==> config.mk <==
export PLATFORM = sky130hd
export DESIGN_NAME = websocket_frame_unmasker
export DESIGN_NICKNAME = d
export VERILOG_FILES = /design/src/rtl/core/wsfu_pkg.sv /design/src/rtl/core/websocket_frame_unmasker.sv
export SDC_FILE = /design/constraint.sdc
export NUM_CORES = 1
export LEC_CHECK = 0
export BUFFER_PORTS_ARGS = -buffer_cell sky130_fd_sc_hd__clkbuf_2
export CORE_MARGIN = 2
export CORE_UTILIZATION = 51
export CTS_BUF_LIST = sky130_fd_sc_hd__clkbuf_2
export DETAILED_ROUTE_END_ITERATION = 8
export GPL_TIMING_DRIVEN = 0
export MAX_ROUTING_LAYER = met4
export PLACE_DENSITY = 0.69
export SKIP_CTS_REPAIR_TIMING = 1
export SYNTH_ARGS = -nofsm -noshare
export SYNTH_HDL_FRONTEND = slang
export SYNTH_SLANG_ARGS = --single-unit
==> constraint.sdc <==
create_clock -name aclk -period 10.9 [get_ports aclk]
set_input_delay 3.27 -clock aclk [delete_from_list [all_inputs] [get_ports aclk]]
set_output_delay 3.27 -clock aclk [all_outputs]
set_load 0.05 [all_outputs]
==> src/rtl/core/wsfu_pkg.sv <==
// ----------------------------------------------------------------------------
// wsfu_pkg
// Shared types and constants for the websocket frame unmasker.
// ----------------------------------------------------------------------------
package wsfu_pkg;

    localparam logic [1:0] KIND_DATA     = 2'd0;
    localparam logic [1:0] KIND_EMPTY    = 2'd1;
    localparam logic [1:0] KIND_OVERSIZE = 2'd2;

    localparam logic [6:0] LEN_CODE_MASK = 7'h7F;
    localparam logic [6:0] LEN_CODE_EXT16 = 7'd126;
    localparam logic [6:0] LEN_CODE_EXT64 = 7'd127;

    localparam logic [3:0] EXT16_BYTES = 4'd2;
    localparam logic [3:0] EXT64_BYTES = 4'd8;
    localparam logic [3:0] KEY_BYTES   = 4'd4;

    localparam logic [15:0] MAX_PAYLOAD_RESET = 16'd4096;
    localparam logic [63:0] FRAME_LENGTH_SAT  = 64'd65535;

    typedef struct packed {
        logic [1:0]  kind;
        logic [7:0]  payload_byte;
        logic        last;
        logic [15:0] frame_length;
    } result_t;

endpackage

==> src/rtl/core/websocket_frame_unmasker.sv <==
// ----------------------------------------------------------------------------
// websocket_frame_unmasker
// Receive-side frame parser: strips headers and unmasks payload words.
// ----------------------------------------------------------------------------
// Takes the received frame stream one byte word per cycle and gives at most
// one result word per input word, registered on acceptance. Each byte goes
// through a single registered parse/XOR step between the input handshake and
// the output register, so a new word is accepted every cycle; a two-entry
// output register (main plus skid) keeps s_ready independent of m_ready, and
// s_ready drops only while both entries are full. Payload words come out
// unmasked with the frame's length (saturated at 65535) and last set on the
// final word. An empty frame gives one word of kind 1 when its header ends;
// a frame longer than cfg_max_payload, or longer than LENGTH_BITS can count,
// gives one word of kind 2 when its length is complete, and its key and
// payload are dropped. cfg_max_payload (reset 4096) is sampled when a frame's
// length completes and should be written only while the block is idle.
module websocket_frame_unmasker #(
    parameter int LENGTH_BITS = 16
) (
    input  logic        aclk,
    input  logic        aresetn,

    input  logic        cfg_valid,
    output logic        cfg_ready,
    input  logic [15:0] cfg_max_payload,

    input  logic        s_valid,
    output logic        s_ready,
    input  logic [7:0]  s_in_byte,

    output logic        m_valid,
    input  logic        m_ready,
    output logic [1:0]  m_kind,
    output logic [7:0]  m_payload_byte,
    output logic        m_last,
    output logic [15:0] m_frame_length
);

    typedef enum logic [2:0] {
        PH_HDR0    = 3'd0,
        PH_HDR1    = 3'd1,
        PH_EXT     = 3'd2,
        PH_KEY     = 3'd3,
        PH_DATA    = 3'd4,
        PH_SKIPKEY = 3'd5,
        PH_SKIP    = 3'd6
    } phase_t;

    logic [15:0]            max_payload_reg;
    phase_t                 phase_reg, phase_next;
    logic [3:0]             ext_left_reg, ext_left_next;
    logic [LENGTH_BITS-1:0] length_reg, length_next;
    logic                   too_big_reg, too_big_next;
    logic                   masked_reg, masked_next;
    logic [7:0]             key_reg [4];
    logic [7:0]             key_next [4];
    logic [LENGTH_BITS-1:0] index_reg, index_next;

    wsfu_pkg::result_t      res;
    logic                   res_valid;

    wsfu_pkg::result_t      main_reg, skid_reg;
    logic                   main_valid_reg, skid_valid_reg;

    logic                   accept;
    logic                   pop;
    logic                   len_done;
    logic                   over;
    logic [63:0]            len64;
    logic [15:0]            len_sat;
    logic [15:0]            data_len_sat;
    logic [LENGTH_BITS:0]   index_inc;
    logic                   index_fin;
    logic [1:0]             key_idx;
    logic [6:0]             code;

    assign cfg_ready = 1'b1;
    assign s_ready   = !skid_valid_reg;
    assign accept    = s_valid && s_ready;
    assign pop       = main_valid_reg && m_ready;

    assign index_inc = {1'b0, index_reg} + {{LENGTH_BITS{1'b0}}, 1'b1};
    assign index_fin = index_inc >= {1'b0, length_reg};
    assign key_idx   = 2'(2'd0 - ext_left_reg[1:0]);
    assign code      = s_in_byte[6:0] & wsfu_pkg::LEN_CODE_MASK;

    // saturated length of the frame being passed through
    assign data_len_sat = (too_big_reg || 64'(length_reg) > wsfu_pkg::FRAME_LENGTH_SAT)
                          ? 16'hFFFF : 16'(length_reg);

    always_comb begin
        phase_next    = phase_reg;
        ext_left_next = ext_left_reg;
        length_next   = length_reg;
        too_big_next  = too_big_reg;
        masked_next   = masked_reg;
        index_next    = index_reg;
        for (int i = 0; i < 4; i++) begin
            key_next[i] = key_reg[i];
        end
        res_valid        = 1'b0;
        res.kind         = wsfu_pkg::KIND_DATA;
        res.payload_byte = 8'd0;
        res.last         = 1'b0;
        res.frame_length = 16'd0;
        len_done         = 1'b0;

        unique case (phase_reg)
            PH_HDR0: begin
                phase_next = PH_HDR1;
            end
            PH_HDR1: begin
                masked_next  = s_in_byte[7];
                too_big_next = 1'b0;
                for (int i = 0; i < 4; i++) begin
                    key_next[i] = 8'd0;
                end
                if (code == wsfu_pkg::LEN_CODE_EXT16) begin
                    length_next   = '0;
                    ext_left_next = wsfu_pkg::EXT16_BYTES;
                    phase_next    = PH_EXT;
                end else if (code == wsfu_pkg::LEN_CODE_EXT64) begin
                    length_next   = '0;
                    ext_left_next = wsfu_pkg::EXT64_BYTES;
                    phase_next    = PH_EXT;
                end else begin
                    length_next = LENGTH_BITS'(code);
                    len_done    = 1'b1;
                end
            end
            PH_EXT: begin
                if (length_reg[LENGTH_BITS-1 -: 8] != 8'd0) begin
                    too_big_next = 1'b1;
                end
                if (too_big_next) begin
                    length_next = '1;
                end else begin
                    length_next = LENGTH_BITS'({length_reg, s_in_byte});
                end
                ext_left_next = ext_left_reg - 4'd1;
                if (ext_left_next == 4'd0) begin
                    len_done = 1'b1;
                end
            end
            PH_KEY, PH_SKIPKEY: begin
                key_next[key_idx] = s_in_byte;
                ext_left_next     = ext_left_reg - 4'd1;
                if (ext_left_next == 4'd0) begin
                    if (phase_reg == PH_SKIPKEY) begin
                        phase_next = PH_SKIP;
                    end else if (length_reg == '0) begin
                        phase_next = PH_HDR0;
                        res_valid  = 1'b1;
                        res.kind   = wsfu_pkg::KIND_EMPTY;
                    end else begin
                        phase_next = PH_DATA;
                    end
                end
            end
            PH_DATA: begin
                res_valid        = 1'b1;
                res.kind         = wsfu_pkg::KIND_DATA;
                res.payload_byte = s_in_byte ^ key_reg[index_reg[1:0]];
                res.last         = index_fin;
                res.frame_length = data_len_sat;
                if (index_fin) begin
                    phase_next = PH_HDR0;
                    index_next = '0;
                end else begin
                    index_next = index_inc[LENGTH_BITS-1:0];
                end
            end
            PH_SKIP: begin
                if (index_fin) begin
                    phase_next = PH_HDR0;
                    index_next = '0;
                end else begin
                    index_next = index_inc[LENGTH_BITS-1:0];
                end
            end
            default: begin
                phase_next = PH_HDR0;
            end
        endcase

        len64   = 64'(length_next);
        len_sat = (too_big_next || len64 > wsfu_pkg::FRAME_LENGTH_SAT) ? 16'hFFFF
                                                                       : 16'(len64);
        over    = too_big_next || (len64 > 64'(max_payload_reg));

        if (len_done) begin
            index_next = '0;
            if (over) begin
                res_valid        = 1'b1;
                res.kind         = wsfu_pkg::KIND_OVERSIZE;
                res.frame_length = len_sat;
                if (masked_next) begin
                    phase_next    = PH_SKIPKEY;
                    ext_left_next = wsfu_pkg::KEY_BYTES;
                end else begin
                    phase_next = PH_SKIP;
                end
            end else if (masked_next) begin
                phase_next    = PH_KEY;
                ext_left_next = wsfu_pkg::KEY_BYTES;
            end else if (length_next == '0) begin
                phase_next = PH_HDR0;
                res_valid  = 1'b1;
                res.kind   = wsfu_pkg::KIND_EMPTY;
            end else begin
                phase_next = PH_DATA;
            end
        end
    end

    // parser state
    always_ff @(posedge aclk) begin
        if (!aresetn) begin
            max_payload_reg <= wsfu_pkg::MAX_PAYLOAD_RESET;
            phase_reg       <= PH_HDR0;
            ext_left_reg    <= 4'd0;
            length_reg      <= '0;
            too_big_reg     <= 1'b0;
            masked_reg      <= 1'b0;
            index_reg       <= '0;
            for (int i = 0; i < 4; i++) begin
                key_reg[i] <= 8'd0;
            end
        end else begin
            if (cfg_valid && cfg_ready) begin
                max_payload_reg <= cfg_max_payload;
            end
            if (accept) begin
                phase_reg    <= phase_next;
                ext_left_reg <= ext_left_next;
                length_reg   <= length_next;
                too_big_reg  <= too_big_next;
                masked_reg   <= masked_next;
                index_reg    <= index_next;
                for (int i = 0; i < 4; i++) begin
                    key_reg[i] <= key_next[i];
                end
            end
        end
    end

    // output register with skid entry
    always_ff @(posedge aclk) begin
        if (!aresetn) begin
            main_valid_reg <= 1'b0;
            skid_valid_reg <= 1'b0;
        end else if (skid_valid_reg) begin
            if (pop) begin
                main_valid_reg <= 1'b1;
                skid_valid_reg <= 1'b0;
            end
        end else if (!main_valid_reg || pop) begin
            main_valid_reg <= accept && res_valid;
        end else if (accept && res_valid) begin
            skid_valid_reg <= 1'b1;
        end
    end

    always_ff @(posedge aclk) begin
        if (skid_valid_reg) begin
            if (pop) begin
                main_reg <= skid_reg;
            end
        end else if (!main_valid_reg || pop) begin
            main_reg <= res;
        end else begin
            skid_reg <= res;
        end
    end

    assign m_valid        = main_valid_reg;
    assign m_kind         = main_reg.kind;
    assign m_payload_byte = main_reg.payload_byte;
    assign m_last         = main_reg.last;
    assign m_frame_length = main_reg.frame_length;

endmodule

Yosys cells after proc, flatten, opt, wreduce, memory -nomap -nowiden. Memories as Yosys holds them, arrays and structs flattened. A register that Yosys moved wholly into a read port is not among the register bits. Cells that the tools add are included.

Register bits: 113. Memory bits (writable): 32. Memories: 1.

Memories: key_reg (depth 4, bits a word 8, rd ports 5, clocked after memory_dff 1, wr ports 4, line websocket_frame_unmasker.sv:55) `logic [7:0] key_reg [4];`.

$add $sub $neg: 3. $lt $le $gt $ge: 4. Eq/ne operators: 13. Muxes and demuxes: 77. Bitwise logic cells: 8. Reduce and logical (&&, ||, !) cells: 22.

Operators by type and width (number): 16-bit two-way mux (8); 27-bit two-way mux (3); 32-bit one-hot mux with 2 select lines (1); 8-bit two-way mux (5); 32-bit bitwise mux (1); 16-bit logical NOT (2); 16-bit one-hot mux with 2 select lines (1); 3-bit two-way mux (10); 1-bit two-way mux (27); 25-bit two-way mux (1); 16-bit by 1-bit adder with 17-bit output, second input constant (1); 17-bit by 16-bit >= comparator with 1-bit output (1); 8-bit demux with 2-bit select (1); 16-bit > comparator (1); 2-bit two-way mux (8); 4-bit two-way mux (4); 3-bit one-hot mux with 5 select lines (1); 7-bit equality test, second input constant (2); 7-bit two-way mux (2); 3-bit equality test, second input constant (3); 4-bit one-hot mux with 2 select lines (1); 8-bit nonzero test (1); 8-bit XOR (1); 3-bit by 2-bit equality test with 1-bit output, second input constant (2); 24 further kinds (39).

Logic depth before layout (Yosys ltp).
Depth in word-level cells: 14. Mapped depth: 17. Gate-level depth less buffers: 15.

Least setup slack after synthesis. No wires, ideal clock.

Path kind: input-to-reg. Start: input port s_in_byte[1]. End: register main_reg (netlist bit m_frame_length[13]) (data pin). Setup time: 0.267 ns. Arrival: 6.437 ns. Setup slack: 4.195 ns. Stages: 14. Buffers on the path: 2. Path through: clkbuf_1 nand4_1 or3_1 a32o_1 or2_1 ha_1 nand4_1 nor4_1 a311oi_4 nor2_4 inv_2 buf_4 a21oi_1 o211ai_1.

Cells in the longest elaborated chain, start to end: 10. Elaborated cells between the ends (all ways): 15. Those cells by class: order compare: 1; eq/ne: 2; mux: 11; reduce/logical: 1.

RTL lines: start, declared (line websocket_frame_unmasker.sv:29) `input logic [7:0] s_in_byte,`; 7-bit equality test (line websocket_frame_unmasker.sv:122) `end else if (code == wsfu_pkg::LEN_CODE_EXT64) begin`; 7-bit two-way mux (line websocket_frame_unmasker.sv:122); 7-bit two-way mux (*) (line websocket_frame_unmasker.sv:118) `if (code == wsfu_pkg::LEN_CODE_EXT16) begin`; 16-bit one-hot mux with 2 select lines (*) (line websocket_frame_unmasker.sv:108) `unique case (phase_reg)`; net length_next[6] (line websocket_frame_unmasker.sv:52) `logic [LENGTH_BITS-1:0] length_reg, length_next;`; 16-bit > comparator (*) (line websocket_frame_unmasker.sv:189) `over = too_big_next || (len64 > 64'(max_payload_reg));`; 1-bit logical OR (*) (line websocket_frame_unmasker.sv:189); 16-bit two-way mux (*) (line websocket_frame_unmasker.sv:193) `if (over) begin`; 16-bit two-way mux (*) (line websocket_frame_unmasker.sv:191) `if (len_done) begin`; 27-bit two-way mux (*) (line websocket_frame_unmasker.sv:269) `end else if (!main_valid_reg || pop) begin`; 27-bit two-way mux (*) (line websocket_frame_unmasker.sv:265) `if (skid_valid_reg) begin`; end signal, assigned (line websocket_frame_unmasker.sv:267) `main_reg <= skid_reg;`; end signal, assigned (line websocket_frame_unmasker.sv:270) `main_reg <= res;`; end, declared (line websocket_frame_unmasker.sv:62) `wsfu_pkg::result_t main_reg, skid_reg;`.

The timed path passes the listed nets; every way through them passes the cells marked *. The select of a mux whose other input is x is not followed. A chain may end at the register's enable or synchronous reset.

Worst setup path after layout.
Start: input port s_in_byte[3]. End: register main_reg (netlist bit m_frame_length[12]) (data pin).

Same word-level chain as after synthesis.

==> metrics.txt <==
# TYPE chip_impl_metric gauge
chip_impl_info{name="run_status",value="finished, final reports clean"} 1
chip_impl_metric{name="layout_min_cycle_time",unit="ps"} 6780
chip_impl_metric{name="drc_markers",unit=""} 0
chip_impl_metric{name="h-tree-depth",unit=""} 4
chip_impl_metric{name="number_of_instances_in_the_synthesized_netlist",unit=""} 896
chip_impl_metric{name="fill_cells",unit=""} 1530
chip_impl_metric{name="pre_cts_ws",unit="ps"} 3380
chip_impl_metric{name="post-route-worst-setup-slack",unit="ps"} 4120
chip_impl_metric{name="final_layout_size_suffix_gt1_share",unit="%"} 12.6
chip_impl_info{name="rsz0062_at_grt",value="no"} 1
chip_impl_metric{name="starting_density_of_the_core",unit="%"} 52.0
chip_impl_metric{name="die_width",unit="um"} 134
chip_impl_metric{name="irDropWorstVdd",unit="mV"} 0.0950
chip_impl_metric{name="yosysUniqueCellTypes",unit=""} 75
chip_impl_metric{name="io_pins",unit=""} 59
chip_impl_metric{name="drt_iter0_drc",unit=""} 541
chip_impl_metric{name="fin_worst_skew",unit="ps"} 39.9
chip_impl_info{name="synth_top_family_by_area",value="simple AND/OR/NAND/NOR gates"} 1
chip_impl_metric{name="post_synth_fa_ha_maj_area_fraction",unit="%"} 5.51
chip_impl_metric{name="pin_count_of_the_biggest_net_entering_global_routing",unit=""} 33
chip_impl_metric{name="async_flop_share",unit="%"} 0
chip_impl_metric{name="wl_per_cell",unit="um"} 18.5
chip_impl_metric{name="synthesis.yosys.warnings",unit=""} 0
chip_impl_info{name="min-delay-path-class",value="reg2reg"} 1
chip_impl_metric{name="critical_path.max_stage_delay",unit="ps"} 710
chip_impl_metric{name="grt_antenna_before_repair",unit=""} 1
chip_impl_metric{name="final-max-slew-violation-count",unit=""} 0
chip_impl_info{name="path_delay_family",value="simple AND/OR/NAND/NOR gates"} 1
chip_impl_metric{name="rows",unit=""} 47
chip_impl_metric{name="drt-pass1-iter-count",unit=""} 5
chip_impl_metric{name="flow.area_growth_from_synthesis",unit="%"} 9.36
chip_impl_metric{name="die_span_in_y",unit="um"} 134
chip_impl_metric{name="detailroute.via_count",unit=""} 6969
chip_impl_metric{name="clk_latency_worst_skew_pair",unit="ps"} 760
chip_impl_metric{name="worst_margin_slew",unit="ps"} 1310
chip_impl_metric{name="core_area",unit="um2"} 16600
chip_impl_metric{name="area_of_the_multi_input_gates",unit="um2"} 4410
chip_impl_info{name="worstSetupPathType",value="in2reg"} 1
chip_impl_metric{name="synth_mux_area_share",unit="%"} 8.04
chip_impl_metric{name="power.density_cell_area",unit="nW/um2"} 185
chip_impl_metric{name="post-dp-hpwl",unit="um"} 16800
chip_impl_metric{name="floorplan.die_area",unit="um2"} 18000
chip_impl_metric{name="synth_xor_xnor_area_share",unit="%"} 2.34
chip_impl_metric{name="detail_route.wirelength",unit="um"} 22200
chip_impl_metric{name="place.gp.congestion",unit=""} 0.963
chip_impl_metric{name="total_leakage_power",unit="nW"} 3.87
chip_impl_info{name="dominantRegCellSynth",value="sky130_fd_sc_hd__edfxtp_1"} 1
chip_impl_metric{name="ant_nets",unit=""} 0
chip_impl_metric{name="vias_in_the_first_global_route",unit=""} 6491
chip_impl_metric{name="worst_ep_required_time",unit="ps"} 11420
chip_impl_metric{name="fmaxAchievable",unit="MHz"} 148
chip_impl_metric{name="clock_path_buffers",unit=""} 2
chip_impl_metric{name="clkSinkCount",unit=""} 147
chip_impl_metric{name="final_min_period_over_clock_period",unit="%"} 62.2
chip_impl_metric{name="avgViaCountPerCell",unit=""} 5.81
chip_impl_metric{name="setup_viol",unit=""} 0
chip_impl_metric{name="area.sequential",unit="um2"} 3800
chip_impl_metric{name="totalNegativeSetupSlack",unit="ps"} 0
chip_impl_metric{name="synth_enable_flop_cells",unit=""} 86
chip_impl_metric{name="critical_path.n_buffers_inverters",unit=""} 3
chip_impl_metric{name="grt_residual_overflow",unit=""} 0
chip_impl_metric{name="ys_ff_latch",unit=""} 147
chip_impl_metric{name="io_buffers",unit=""} 48
chip_impl_metric{name="synth-compound-area-share",unit="%"} 15.4
chip_impl_metric{name="cts-buffers-inserted",unit=""} 17
chip_impl_metric{name="finalHoldViolCount",unit=""} 0
chip_impl_info{name="cts_root_buffer",value="sky130_fd_sc_hd__clkbuf_2"} 1
chip_impl_metric{name="timing.critical_path.fanout_max",unit=""} 10
chip_impl_metric{name="cts.clk_slew.worst_paths",unit="ps"} 200
chip_impl_info{name="critical_path.startpoint_type",value="input port"} 1
chip_impl_info{name="nature_of_the_critical_path_endpoint",value="register"} 1
chip_impl_metric{name="syn-cell-area",unit="um2"} 8620
chip_impl_metric{name="seq_area_frac_synth",unit="%"} 44.1
chip_impl_metric{name="grt_pass1_wl",unit="um"} 35500
chip_impl_info{name="tritoncts",value="yes"} 1
chip_impl_metric{name="largest_reg_flops",unit=""} 32
chip_impl_metric{name="max-cap-violations",unit=""} 0
chip_impl_metric{name="global_routing_usage_summed_across_all_routing_layers",unit="%"} 26.5
chip_impl_info{name="cpMostUsedCell",value="sky130_fd_sc_hd__nand4_1"} 1
chip_impl_metric{name="cp.arrival",unit="ps"} 7300
chip_impl_info{name="worst_path_max_delay_cell",value="sky130_fd_sc_hd__nor4_1"} 1
chip_impl_info{name="worstPathCellList",value="clkbuf_1 -> nand4_1 -> or3_1 -> a32o_1 -> or2_1 -> ha_1 -> nand4_1 -> nor4_1 -> a311oi_4 -> nor2_4 -> inv_2 -> buf_4 -> a21oi_1 -> o211ai_1"} 1
chip_impl_metric{name="max-slew-margin-rel",unit="%"} 12.7
chip_impl_metric{name="synth_simple_gate_area_share",unit="%"} 19.7
chip_impl_metric{name="design.final.nets",unit=""} 1033
chip_impl_metric{name="synth_area_per_cell",unit="um2"} 9.63
chip_impl_metric{name="syn-num-nets",unit=""} 963
[synth_stat cells (4+ instances only)]
cell type,count,area (um2)
sky130_fd_sc_hd__nand2_1,109,409
sky130_fd_sc_hd__edfxtp_1,86,2580
sky130_fd_sc_hd__nor2_1,80,300
sky130_fd_sc_hd__dfxtp_1,61,1220
sky130_fd_sc_hd__mux2i_1,49,490
sky130_fd_sc_hd__inv_1,44,165
sky130_fd_sc_hd__a21oi_1,42,210
sky130_fd_sc_hd__clkbuf_1,40,150
sky130_fd_sc_hd__ha_1,38,475
sky130_fd_sc_hd__nor2b_1,32,200
sky130_fd_sc_hd__o21ai_0,26,130
sky130_fd_sc_hd__nor3_1,23,115
sky130_fd_sc_hd__nand2b_1,16,100
sky130_fd_sc_hd__o31ai_1,16,120
sky130_fd_sc_hd__xnor2_1,16,140
sky130_fd_sc_hd__o211a_1,14,140
sky130_fd_sc_hd__and3_1,13,81.3
sky130_fd_sc_hd__nand4_1,13,81.3
sky130_fd_sc_hd__nand3_1,11,55.1
sky130_fd_sc_hd__o211ai_1,10,75.1
sky130_fd_sc_hd__nor3b_1,9,67.6
sky130_fd_sc_hd__nor4_1,9,56.3
sky130_fd_sc_hd__a31oi_1,8,50.1
sky130_fd_sc_hd__mux4_2,8,180
sky130_fd_sc_hd__o21a_1,7,52.6
sky130_fd_sc_hd__or3_1,7,43.8
sky130_fd_sc_hd__xor2_1,7,61.3
sky130_fd_sc_hd__buf_1,6,22.5
sky130_fd_sc_hd__a211oi_1,5,37.5
sky130_fd_sc_hd__a221oi_1,5,43.8
sky130_fd_sc_hd__a2bb2oi_1,5,43.8
sky130_fd_sc_hd__buf_2,5,25.0
sky130_fd_sc_hd__o21ai_1,5,25.0
sky130_fd_sc_hd__buf_4,4,30.0
sky130_fd_sc_hd__or4_1,4,30.0
[stage by stage]
stage	instances	power [mW]	cell area [um2]	util (%)	hold WS [ps]
after global placement	1164	1.41	9140	55.1	462
after floorplan	896	1.24	8620	-	448
after CTS	1199	1.74	9430	56.9	491
after global routing	1200	1.84	9430	56.9	529
after detailed placement	1167	1.42	9190	55.4	470
final	1200	1.75	9430	56.9	491
[layout by cell type, fill, tap and decap left out, types with 9 or more instances in the layout]
cell / synthesis / routed
sky130_fd_sc_hd__nor2_1: 80 / 80
sky130_fd_sc_hd__o211ai_1: 10 / 10
sky130_fd_sc_hd__clkbuf_2: 0 / 69
sky130_fd_sc_hd__ha_1: 38 / 38
sky130_fd_sc_hd__nand4_1: 13 / 13
sky130_fd_sc_hd__o211a_1: 14 / 14
sky130_fd_sc_hd__xnor2_1: 16 / 16
sky130_fd_sc_hd__inv_1: 44 / 44
sky130_fd_sc_hd__a21oi_1: 42 / 42
sky130_fd_sc_hd__nor4_1: 9 / 9
sky130_fd_sc_hd__nor2b_1: 32 / 32
sky130_fd_sc_hd__edfxtp_1: 86 / 86
sky130_fd_sc_hd__nand2b_1: 16 / 16
sky130_fd_sc_hd__clkbuf_1: 40 / 40
sky130_fd_sc_hd__nand2_1: 109 / 109
sky130_fd_sc_hd__nor3_1: 23 / 23
sky130_fd_sc_hd__mux2i_1: 49 / 49
sky130_fd_sc_hd__dfxtp_1: 61 / 61
sky130_fd_sc_hd__o21ai_0: 26 / 25
sky130_fd_sc_hd__o31ai_1: 16 / 16
sky130_fd_sc_hd__nand3_1: 11 / 11
sky130_fd_sc_hd__and3_1: 13 / 13
[where the power goes]
group	leakage [nW]	internal [mW]	switching, mW
Clock	0.155	0.130	0.199
Combinational	2.31	0.216	0.491
Sequential	1.41	0.673	0.0358
[path summary, 6_finish.rpt]
| path | start | end | slack, ps | depth (start not counted) |
|---|---|---|---|---|
| worst max-delay path | s_in_byte[3] | m_frame_length[12] | 4120 | 14 |
| worst min-delay path | index_reg[14] | index_reg[14] | 490 | 2 |
| worst max register to register | phase_reg[1] | m_frame_length[12] | 6150 | 15 |
| worst min register to register | index_reg[14] | index_reg[14] | 490 | 2 |
[worst register-to-register path: cells and delay by family, from the launching register on]
| family | cells | cell delay [ps] |
|---|---|---|
| AO/OA/AOI/OAI | 4 | 910 |
| flip-flops | 1 | 350 |
| adder cells (fa/ha/maj) | 1 | 380 |
| buffers and inverters | 5 | 1290 |
| AND/OR/NAND/NOR | 5 | 1590 |
[layout make-up]
cell class	instances	area share (%)
Clock buffer	21	1.11
Sequential cell	147	40.3
Buffer	56	2.53
Tap cell	220	2.92
Antenna cell	1	0.0265
Clock inverter	11	1.46
Multi-Input combinational cell	646	46.8
Timing Repair Buffer	51	2.95
Inverter	47	1.87
[logic make-up after synthesis]
family / count (synthesis)
buffers and inverters: 103
multiplexers: 59
AO/OA/AOI/OAI: 180
adder cells (fa/ha/maj): 38
AND/OR/NAND/NOR: 345
other: 1
XOR/XNOR: 23
flip-flops: 147
[metal layers]
layer | up-vias | track usage [%] | share of wire, %
met2 | 236 | 39.3 | 45
met4 | 0 | 9.12 | 3.0
met1 | 3286 | 36.4 | 46
met5 | - | - | 0
met3 | 48 | 5.25 | 6.1
li1 | 3399 | - | -
Power figures use the tool's default switching activity.
